`config.mk`:
```
export PLATFORM = sky130hd
export DESIGN_NAME = query_reply_player_count_patcher
export DESIGN_NICKNAME = d
export VERILOG_FILES = /design/src/hdl/qrpc_pkg.sv /design/src/hdl/qrpc_parser.sv /design/src/hdl/qrpc_out_reg.sv /design/src/hdl/query_reply_player_count_patcher.sv
export SDC_FILE = /design/constraint.sdc
export NUM_CORES = 1
export LEC_CHECK = 0
export BUFFER_PORTS_ARGS = -buffer_cell sky130_fd_sc_hd__buf_2
export CAP_MARGIN = 20
export CORE_MARGIN = 1.5
export CORE_UTILIZATION = 34
export DETAILED_ROUTE_END_ITERATION = 6
export HOLD_SLACK_MARGIN = 0.06
export SYNTH_ARGS = -nofsm -noshare
export SYNTH_HDL_FRONTEND = slang
export SYNTH_SLANG_ARGS = --single-unit
```
`constraint.sdc`:
```
create_clock -name clk -period 4.3 [get_ports clk]
set_clock_uncertainty 0.1 [all_clocks]
set_input_delay 0.645 -clock clk [delete_from_list [all_inputs] [get_ports clk]]
set_output_delay 0.645 -clock clk [all_outputs]
set_load 0.005 [all_outputs]
```
`src/hdl/qrpc_pkg.sv`:
```
package qrpc_pkg;

  localparam int unsigned DATA_W        = 8;
  localparam int unsigned POS_W         = 16;
  localparam int unsigned CFG_INDEX_W   = 8;
  localparam int unsigned OUT_TDATA_W   = 40;
  localparam int unsigned VERDICT_W     = 34;

  localparam logic [POS_W-1:0]  MAX_PACKET_BYTES = 16'hFFFF;
  localparam logic [DATA_W-1:0] HDR_FF_BYTE      = 8'hFF;
  localparam logic [DATA_W-1:0] HDR_TAG_BYTE     = 8'h49;
  localparam logic [DATA_W-1:0] NUL_BYTE         = 8'h00;
  localparam logic [2:0]        HDR_FF_COUNT     = 3'd4;
  localparam logic [2:0]        NUM_STRINGS      = 3'd4;
  localparam logic [1:0]        ID_BYTES         = 2'd2;

  localparam logic [DATA_W-1:0] MIN_PLAYERS_RST  = 8'd4;
  localparam logic [DATA_W-1:0] SCAN_START_RST   = 8'd28;

  localparam logic [CFG_INDEX_W-1:0] REG_MIN_PLAYERS = 8'd0;
  localparam logic [CFG_INDEX_W-1:0] REG_SCAN_START  = 8'd1;

  typedef enum logic [2:0] {
    PH_SEARCH,
    PH_PROTO,
    PH_STRINGS,
    PH_ID,
    PH_PLAYER,
    PH_DONE
  } phase_t;

  typedef struct packed {
    logic [DATA_W-1:0] min_players;
    logic [DATA_W-1:0] scan_start;
  } cfg_t;

  typedef struct packed {
    logic [DATA_W-1:0] new_players;
    logic [DATA_W-1:0] old_players;
    logic [POS_W-1:0]  player_offset;
    logic              patch_needed;
    logic              header_found;
  } verdict_t;

endpackage

```
`src/hdl/qrpc_parser.sv`:
```
module qrpc_parser (
  input  logic                          clk,
  input  logic                          rst_n,
  input  logic                          adv,
  input  logic [qrpc_pkg::DATA_W-1:0]   data_byte,
  input  logic                          last_byte,
  input  qrpc_pkg::cfg_t                cfg,
  output qrpc_pkg::verdict_t            verdict
);

  logic [qrpc_pkg::POS_W-1:0]  pos_r, pos_nxt;
  logic [2:0]                  ff_run_r, ff_run_nxt;
  qrpc_pkg::phase_t            phase_r, phase_nxt;
  logic [2:0]                  nulls_r, nulls_nxt;
  logic [1:0]                  id_left_r, id_left_nxt;
  logic [qrpc_pkg::POS_W-1:0]  off_r, off_nxt;
  logic [qrpc_pkg::DATA_W-1:0] players_r, players_nxt;
  logic                        parse_en;
  logic [2:0]                  nulls_inc;
  logic [1:0]                  id_dec;
  logic                        seen;
  logic                        patch;

  always_comb begin
    parse_en    = (pos_r != qrpc_pkg::MAX_PACKET_BYTES);
    pos_nxt     = parse_en ? pos_r + 16'd1 : pos_r;
    ff_run_nxt  = ff_run_r;
    phase_nxt   = phase_r;
    nulls_nxt   = nulls_r;
    id_left_nxt = id_left_r;
    off_nxt     = off_r;
    players_nxt = players_r;
    nulls_inc   = nulls_r + 3'd1;
    id_dec      = (id_left_r != 2'd0) ? id_left_r - 2'd1 : 2'd0;
    if (parse_en) begin
      case (phase_r)
        qrpc_pkg::PH_SEARCH: begin
          if (pos_r < {8'd0, cfg.scan_start}) begin
            ff_run_nxt = 3'd0;
          end else if (data_byte == qrpc_pkg::HDR_FF_BYTE) begin
            if (ff_run_r < qrpc_pkg::HDR_FF_COUNT) begin
              ff_run_nxt = ff_run_r + 3'd1;
            end
          end else if (data_byte == qrpc_pkg::HDR_TAG_BYTE &&
                       ff_run_r >= qrpc_pkg::HDR_FF_COUNT) begin
            ff_run_nxt = 3'd0;
            phase_nxt  = qrpc_pkg::PH_PROTO;
          end else begin
            ff_run_nxt = 3'd0;
          end
        end
        qrpc_pkg::PH_PROTO: begin
          nulls_nxt = 3'd0;
          phase_nxt = qrpc_pkg::PH_STRINGS;
        end
        qrpc_pkg::PH_STRINGS: begin
          if (data_byte == qrpc_pkg::NUL_BYTE) begin
            nulls_nxt = nulls_inc;
            if (nulls_inc >= qrpc_pkg::NUM_STRINGS) begin
              id_left_nxt = qrpc_pkg::ID_BYTES;
              phase_nxt   = qrpc_pkg::PH_ID;
            end
          end
        end
        qrpc_pkg::PH_ID: begin
          id_left_nxt = id_dec;
          if (id_dec == 2'd0) begin
            phase_nxt = qrpc_pkg::PH_PLAYER;
          end
        end
        qrpc_pkg::PH_PLAYER: begin
          off_nxt     = pos_r;
          players_nxt = data_byte;
          phase_nxt   = qrpc_pkg::PH_DONE;
        end
        default: begin
        end
      endcase
    end
  end

  always_comb begin
    seen                  = (phase_nxt == qrpc_pkg::PH_DONE);
    patch                 = seen && (players_nxt < cfg.min_players);
    verdict.header_found  = (phase_nxt != qrpc_pkg::PH_SEARCH);
    verdict.patch_needed  = patch;
    verdict.player_offset = seen ? off_nxt : '0;
    verdict.old_players   = seen ? players_nxt : '0;
    verdict.new_players   = patch ? cfg.min_players : verdict.old_players;
  end

  always_ff @(posedge clk) begin
    if (!rst_n) begin
      pos_r     <= '0;
      ff_run_r  <= '0;
      phase_r   <= qrpc_pkg::PH_SEARCH;
      nulls_r   <= '0;
      id_left_r <= '0;
      off_r     <= '0;
      players_r <= '0;
    end else if (adv) begin
      if (last_byte) begin
        pos_r     <= '0;
        ff_run_r  <= '0;
        phase_r   <= qrpc_pkg::PH_SEARCH;
        nulls_r   <= '0;
        id_left_r <= '0;
        off_r     <= '0;
        players_r <= '0;
      end else begin
        pos_r     <= pos_nxt;
        ff_run_r  <= ff_run_nxt;
        phase_r   <= phase_nxt;
        nulls_r   <= nulls_nxt;
        id_left_r <= id_left_nxt;
        off_r     <= off_nxt;
        players_r <= players_nxt;
      end
    end
  end

endmodule

```
`src/hdl/qrpc_out_reg.sv`:
```
module qrpc_out_reg (
  input  logic                              clk,
  input  logic                              rst_n,
  input  logic                              load,
  input  qrpc_pkg::verdict_t                verdict,
  input  logic                              out_tready,
  output logic                              out_tvalid,
  output logic [qrpc_pkg::OUT_TDATA_W-1:0]  out_tdata,
  output logic                              free
);

  logic               valid_r, valid_nxt;
  qrpc_pkg::verdict_t data_r;

  assign free = !valid_r || out_tready;

  always_comb begin
    valid_nxt = valid_r;
    if (load) begin
      valid_nxt = 1'b1;
    end else if (out_tready) begin
      valid_nxt = 1'b0;
    end
  end

  always_ff @(posedge clk) begin
    if (!rst_n) begin
      valid_r <= 1'b0;
    end else begin
      valid_r <= valid_nxt;
    end
  end

  always_ff @(posedge clk) begin
    if (load) begin
      data_r <= verdict;
    end
  end

  assign out_tvalid = valid_r;
  assign out_tdata  = {{(qrpc_pkg::OUT_TDATA_W - qrpc_pkg::VERDICT_W){1'b0}}, data_r};

endmodule

```
`src/hdl/query_reply_player_count_patcher.sv`:
```
// Query reply player count patcher.
// Payload bytes enter on in_tdata, one per transaction, with in_tlast on the
// final byte of a packet. For each packet one verdict leaves on out_tdata
// after that final byte: header seen, patch needed, player byte offset, old
// and new player count. Bytes that are not the last produce no transaction.
// The cfg channel writes min_players (index 0) and scan_start (index 1);
// other indexes are dropped. cfg_ready is always high; write only while idle.
// Throughput: one byte per cycle unless a final byte waits for the output
// register. An accepted byte is held in the input register, where the parse
// logic updates the per-packet state; the verdict is loaded into the output
// register as the final byte leaves the input register, raising out_tvalid.
// When the receiver stalls, the held verdict stays put and non-final bytes
// keep flowing; a final byte waits in the input register until the output
// register frees, and in_tready drops only then.
// Reset (rst_n low, synchronous) clears all packet state and restores
// min_players to 4 and scan_start to 28.
module query_reply_player_count_patcher (
  input  logic                                  clk,
  input  logic                                  rst_n,
  input  logic                                  in_tvalid,
  output logic                                  in_tready,
  input  logic [qrpc_pkg::DATA_W-1:0]           in_tdata,   // [7:0] data_byte
  input  logic                                  in_tlast,   // last_byte
  output logic                                  out_tvalid,
  input  logic                                  out_tready,
  // [0] header_found, [1] patch_needed, [17:2] player_offset,
  // [25:18] old_players, [33:26] new_players, [39:34] zero
  output logic [qrpc_pkg::OUT_TDATA_W-1:0]      out_tdata,
  input  logic                                  cfg_valid,
  output logic                                  cfg_ready,
  input  logic [qrpc_pkg::CFG_INDEX_W-1:0]      cfg_index,
  input  logic [qrpc_pkg::DATA_W-1:0]           cfg_data
);

  qrpc_pkg::cfg_t              cfg_r;
  logic                        s1_valid_r, s1_valid_nxt;
  logic [qrpc_pkg::DATA_W-1:0] s1_data_r;
  logic                        s1_last_r;
  logic                        s1_adv;
  logic                        out_free;
  logic                        out_load;
  qrpc_pkg::verdict_t          verdict;

  assign cfg_ready = 1'b1;

  always_ff @(posedge clk) begin
    if (!rst_n) begin
      cfg_r.min_players <= qrpc_pkg::MIN_PLAYERS_RST;
      cfg_r.scan_start  <= qrpc_pkg::SCAN_START_RST;
    end else if (cfg_valid) begin
      if (cfg_index == qrpc_pkg::REG_MIN_PLAYERS) begin
        cfg_r.min_players <= cfg_data;
      end else if (cfg_index == qrpc_pkg::REG_SCAN_START) begin
        cfg_r.scan_start <= cfg_data;
      end
    end
  end

  assign s1_adv    = s1_valid_r && (!s1_last_r || out_free);
  assign out_load  = s1_adv && s1_last_r;
  assign in_tready = !s1_valid_r || s1_adv;

  always_comb begin
    s1_valid_nxt = s1_valid_r;
    if (in_tvalid && in_tready) begin
      s1_valid_nxt = 1'b1;
    end else if (s1_adv) begin
      s1_valid_nxt = 1'b0;
    end
  end

  always_ff @(posedge clk) begin
    if (!rst_n) begin
      s1_valid_r <= 1'b0;
    end else begin
      s1_valid_r <= s1_valid_nxt;
    end
  end

  always_ff @(posedge clk) begin
    if (in_tvalid && in_tready) begin
      s1_data_r <= in_tdata;
      s1_last_r <= in_tlast;
    end
  end

  qrpc_parser u_parser (
    .clk       (clk),
    .rst_n     (rst_n),
    .adv       (s1_adv),
    .data_byte (s1_data_r),
    .last_byte (s1_last_r),
    .cfg       (cfg_r),
    .verdict   (verdict)
  );

  qrpc_out_reg u_out_reg (
    .clk        (clk),
    .rst_n      (rst_n),
    .load       (out_load),
    .verdict    (verdict),
    .out_tready (out_tready),
    .out_tvalid (out_tvalid),
    .out_tdata  (out_tdata),
    .free       (out_free)
  );

  a_patch_needs_header: assert property (@(posedge clk) disable iff (!rst_n)
    out_tvalid && out_tdata[1] |-> out_tdata[0])
    else $error("patch flagged without header");

  a_patch_raises_count: assert property (@(posedge clk) disable iff (!rst_n)
    out_tvalid && out_tdata[1] |-> out_tdata[33:26] > out_tdata[25:18])
    else $error("patch does not raise player count");

  a_no_patch_keeps_count: assert property (@(posedge clk) disable iff (!rst_n)
    out_tvalid && !out_tdata[1] |-> out_tdata[33:26] == out_tdata[25:18])
    else $error("count changed without patch");

  a_stall_only_when_full: assert property (@(posedge clk) disable iff (!rst_n)
    !in_tready |-> s1_valid_r && s1_last_r && out_tvalid && !out_tready)
    else $error("input stalled without a blocked verdict");

endmodule
```
Yosys cells after proc, flatten, opt, wreduce, memory -nomap -nowiden
Index checks and enable logic that the tools add are counted.

word-level totals
  register bits after elaboration = 112
  input bits = 30
  output and inout bits = 43

cells by class
  $add $sub $neg = 4
  magnitude comparators = 5
  equality and inequality tests = 12
  mux-type cells = 39
  bitwise operators = 1
  reductions and logical operators = 29

operators by type and width
  cell                     number
  $mux W16                 5
  $mux W3                  17
  $mux W8                  5
  $add A16 B1 Y16 const B  1
  $logic_not A8 Y1         2
  $lt A16 B8 Y1            1
  $ne A16 B16 Y1 const B   1
  $pmux W3 S5              1
  $mux W2                  5
  $reduce_bool A2 Y1       5
  $reduce_bool A3 Y1       3
  $eq A8 B1 Y1 const B     1
  $eq A8 B7 Y1 const B     1
  $eq A8 B8 Y1 const B     1
  $lt A8 B8 Y1             1
  $reduce_and A4 Y1        2
  $add A3 B1 Y3 const B    2
  $eq A3 B2 Y1 const B     2
  $eq A3 B3 Y1 const B     2
  $ge A3 B3 Y1 const B     2
  $ne A3 B2 Y1 const B     2
  $pmux W3 S2              1
  $logic_and A1 B1 Y1      5
  $reduce_and A5 Y1        1
  other kinds (13)         21

Depth between registers and ports, before layout
  depth after elaboration = 10
  mapped depth = 13
  gate-level depth less buffers = 11

Cells and area by module
A second synthesis with hierarchy kept.

unflattened totals
  cells, all modules = 552
  area total of the unflattened synthesis = 5303.8 um^2

by module, submodules not included
  module                            instances  cells an instance  area each (um^2)  sequential area each (um^2)
  qrpc_parser                       1          421                3165.5            1021.0
  qrpc_out_reg                      1          45                 1118.6            1041.0
  query_reply_player_count_patcher  1          86                 1019.7            610.6

Least setup slack after synthesis
No wires, ideal clock.

  kind = register to register
  from = reg u_parser.pos_r[0] in the netlist's numbering
  to = reg u_out_reg.data_r, in the netlist u_out_reg.out_tdata[27] (data pin)
  library setup time = 260 ps
  arrival time = 2898 ps
  setup slack = 1042 ps
  stages on the path, launching flop included = 13
  buffers on the path = 1
  clock period less this slack = 3258 ps
  path through = dfxtp_1 ha_1 and4_1 and4_4 buf_6 o21ai_0 nand2_1 ha_1 a21oi_1 o21ai_0 nand3b_1 o31ai_4 mux2_2

RTL lines
  what                    RTL line            RTL
  from (decl)             qrpc_parser.sv:11   logic [qrpc_pkg::POS_W-1:0] pos_r, pos_nxt;
  from (signal assigned)  qrpc_parser.sv:111  pos_r <= pos_nxt;
  to (signal assigned)    qrpc_out_reg.sv:36  data_r <= verdict;
  to (decl)               qrpc_out_reg.sv:13  qrpc_pkg::verdict_t data_r;

==> results.md <==
- Routed Antenna Nets: 0
- Syn Std Cell Area: 5500 sq um
- Number of setup buffers added after CTS: 0
- PwrDens: 325 nW/um^2
- Rows: 46
- Req. time, crit path: 4.31 ns
- Slew @ Worst Pin: 0.987 ns
- Largest net degree at the start of global routing: 42
- Clock power frac: 40.5%
- DP HPWL: 9.06 mm
- Switching part of the total power: 21.8%
- Largest stage delay, worst path: 0.46 ns
- Nets@finish: 678
- Worst setup margin: 0.668 ns
- Distinct cells, synth: 63
- Initial antenna violation count: 0
- EDFF count, synth: 43
- Max IR drop VDD: 0.000191 V
- Area growth syn-to-layout: 14.0%
- Post-Route Utilization: 39.6%
- Combinational Power Share: 4.0%
- Pre-CTS setup slack: 0.730 ns
- Cell count after synthesis: 581
- Initial DRC Count: 330
- Critical Path Start Type: register
- Port buffer count: 65
- Top post-synthesis cells by area: dfxtp_1 25%, edfxtp_1 23%, nand2_1 5.7%
- Commonest non-fill, non-tap cell in the layout: nand2_1
- Grt ovf: 0
- Synth Flop Type: dfxtp_1
- Worst-Skew Late Latency: 0.36 ns
- RSZ-0062 raised after global routing: no
- CP Class: reg2reg
- Vias per std cell: 5.17
- Minimum clock period: 3.63 ns
- Setup TNS: 0 ns
- Clock tree buffer depth: 2
- Hold Crit Depth: 2
- Area leader, netlist: dfxtp_1
- Fraction of layout cells with a size suffix above 1: 16.8%
- Slew HR: 33.9%
- Net Sw Power: 0.000444 W
- TritonCTS clock tree: built
- Num CTS Buffers: 9
- Overall routing resource usage: 15.5%
- Async set or reset register ratio after synthesis: 0%
- Wirelength per Cell: 15.0 um
- Resize count post-CTS: 0
- Die Span Y: 130 um
- Final Hold Viols: 0
- Initial Util: 34.8%
- Total power draw: 0.00204 W
- Reg2Reg Depth: 11
- Number of global-route vias before repair: 4148
- CTS Hold Bufs: 0
- Antenna cells: 0
- Via Count: 4403
- Core area: 15800 sq um
- Drt first pass iters: 5
- Slowest CP cell: dfxtp_1
- Seq cells post-synth: 112
- Die W: 130 um
- CTS sink cnt: 112
- Critical path arrival: 3.64 ns
- Fin crit share: 84.5%
- GPL Wtd Cong: 0.826
- Top cell type's share of synthesized area: 25.1%
- Status: finished clean
- Yosys warning total: 0
- P_int: 0.00159 W
- Syn Area/Cell: 9.47 sq um
- Leak: 2.18 nW
- Root Buffer: clkbuf_16
- Remaining DRCs: 0
- Filler cells: 1580
- Sequential power share: 55.4%
- Die ar.: 17000 sq um
- H-tree depth: 3
- # setup viols final: 0
- Worst min path class: reg2reg
- Critical Path End Type: register
- Max Slew Vio Count: 0
- WHS: 0.359 ns
- CP Max Fanout: 19
- Most frequent cells in the layout: 84 x nand2_1, 69 x dfxtp_1, 65 x buf_2
- DRT Wirelength: 12.8 mm
- Cell Chain, Critical Path: ha_1, and4_1, and4_4, o21ai_0, nand2_1, ha_1, a21oi_1, o21ai_0, nand3b_1, o31ai_4, mux2_2
- Seq/Total Area, Yosys: 48.6%
- Max_cap viols: 0
- Clock slew at reported path FFs: 0.07 ns
- Max Clk Rate: 275 MHz
- Global-route wire length before repair: 20.6 mm
- IO Count: 73
synth_stat cells (all sizes together), types with 3 or more instances:
library cell / number
a31oi: 5
a21boi: 29
nand3: 21
nand2b: 5
mux2: 7
inv: 21
o31ai: 4
nor2b: 18
o21a: 3
nor3b: 5
nor3: 7
nor4: 4
and2: 4
o21ai: 44
or3: 9
nor2: 18
edfxtp: 43
a21o: 8
buf: 22
and4: 5
nand2: 84
ha: 17
nand4: 8
or4: 6
clkbuf: 17
o211ai: 3
and3: 4
a21oi: 44
dfxtp: 69
mux2i: 18
cells by family (layout without fill, tap and decap cells):
family / Yosys count / count (layout) / share of synthesized area (%)
flops: 112 / 112 / 48.6
buf+inv: 60 / 110 / 5.12
simple gates: 204 / 204 / 19.0
xor+xnor: 4 / 4 / 0.637
other cells: 2 / 7 / 0.136
compound gates: 157 / 157 / 18.0
mux: 25 / 25 / 4.71
fa+ha+maj: 17 / 17 / 3.87
final cells by class:
type / count / area (sq um) / area share (%)
sequential: 112 / 2670 / 42.6
multi-input combinational: 414 / 2570 / 40.9
timing repair buffer: 73 / 389 / 6.20
tap: 216 / 270 / 4.31
clock buffer: 12 / 268 / 4.27
inverter: 21 / 78.8 / 1.26
clock inverter: 4 / 26.3 / 0.419
flip-flops by register name, indices dropped and copies added, names as in the netlist:
name,flops
cfg_r,16
u_out_reg.out_tdata,34
u_parser.id_left_r,2
u_parser.nulls_r,3
u_parser.pos_r,16
s1_last_r,1
s1_valid_r,1
u_parser.off_r,16
u_parser.ff_run_r,3
u_parser.phase_r,3
u_parser.players_r,8
u_out_reg.out_tvalid,1
s1_data_r,8
power by group through the flow:
stage | clock network [W] | logic [W] | registers, W
after floorplan | 0 | 0.0000460 | 0.00115
after global placement | 0 | 0.0000814 | 0.00115
after detailed placement | 0 | 0.0000831 | 0.00115
after CTS | 0.000837 | 0.0000831 | 0.00113
after global routing | 0.000885 | 0.0000908 | 0.00113
final | 0.000826 | 0.0000820 | 0.00113
per-stage QoR:
stage | instances | cell area, sq um
after floorplan | 586 | 5520
after global placement | 835 | 5970
after detailed placement | 836 | 5980
after CTS | 852 | 6270
after global routing | 852 | 6270
final | 852 | 6270
layer usage:
| metal | vias up | wire length, um | global-route usage [%] |
|---|---|---|---|
| met5 | - | 0 | 0 |
| met2 | 138 | 5860 | 25.0 |
| met4 | 0 | 218 | 5.88 |
| met3 | 17 | 612 | 2.87 |
| li1 | 2184 | - | - |
| met1 | 2064 | 6120 | 20.8 |
critical path, delay by kind of cell, from the launching register on:
family                     cells  cell delay [ns]
muxes                          1             0.39
AOI/OAI and AO/OA              4             0.92
adders and majority gates      2             0.50
DFF                            1             0.46
and+or+nand+nor                4             1.00
worst paths after layout:
check	from	to	slack, ns
setup / recovery	u_parser.pos_r[1]	u_out_reg.out_tdata[29]	0.67
hold / removal	u_parser.players_r[5]	u_parser.players_r[5]	0.36
setup reg to reg	u_parser.pos_r[1]	u_out_reg.out_tdata[29]	0.67
hold reg to reg	u_parser.players_r[5]	u_parser.players_r[5]	0.36
No activity file was read; power rests on OpenSTA's default activity.
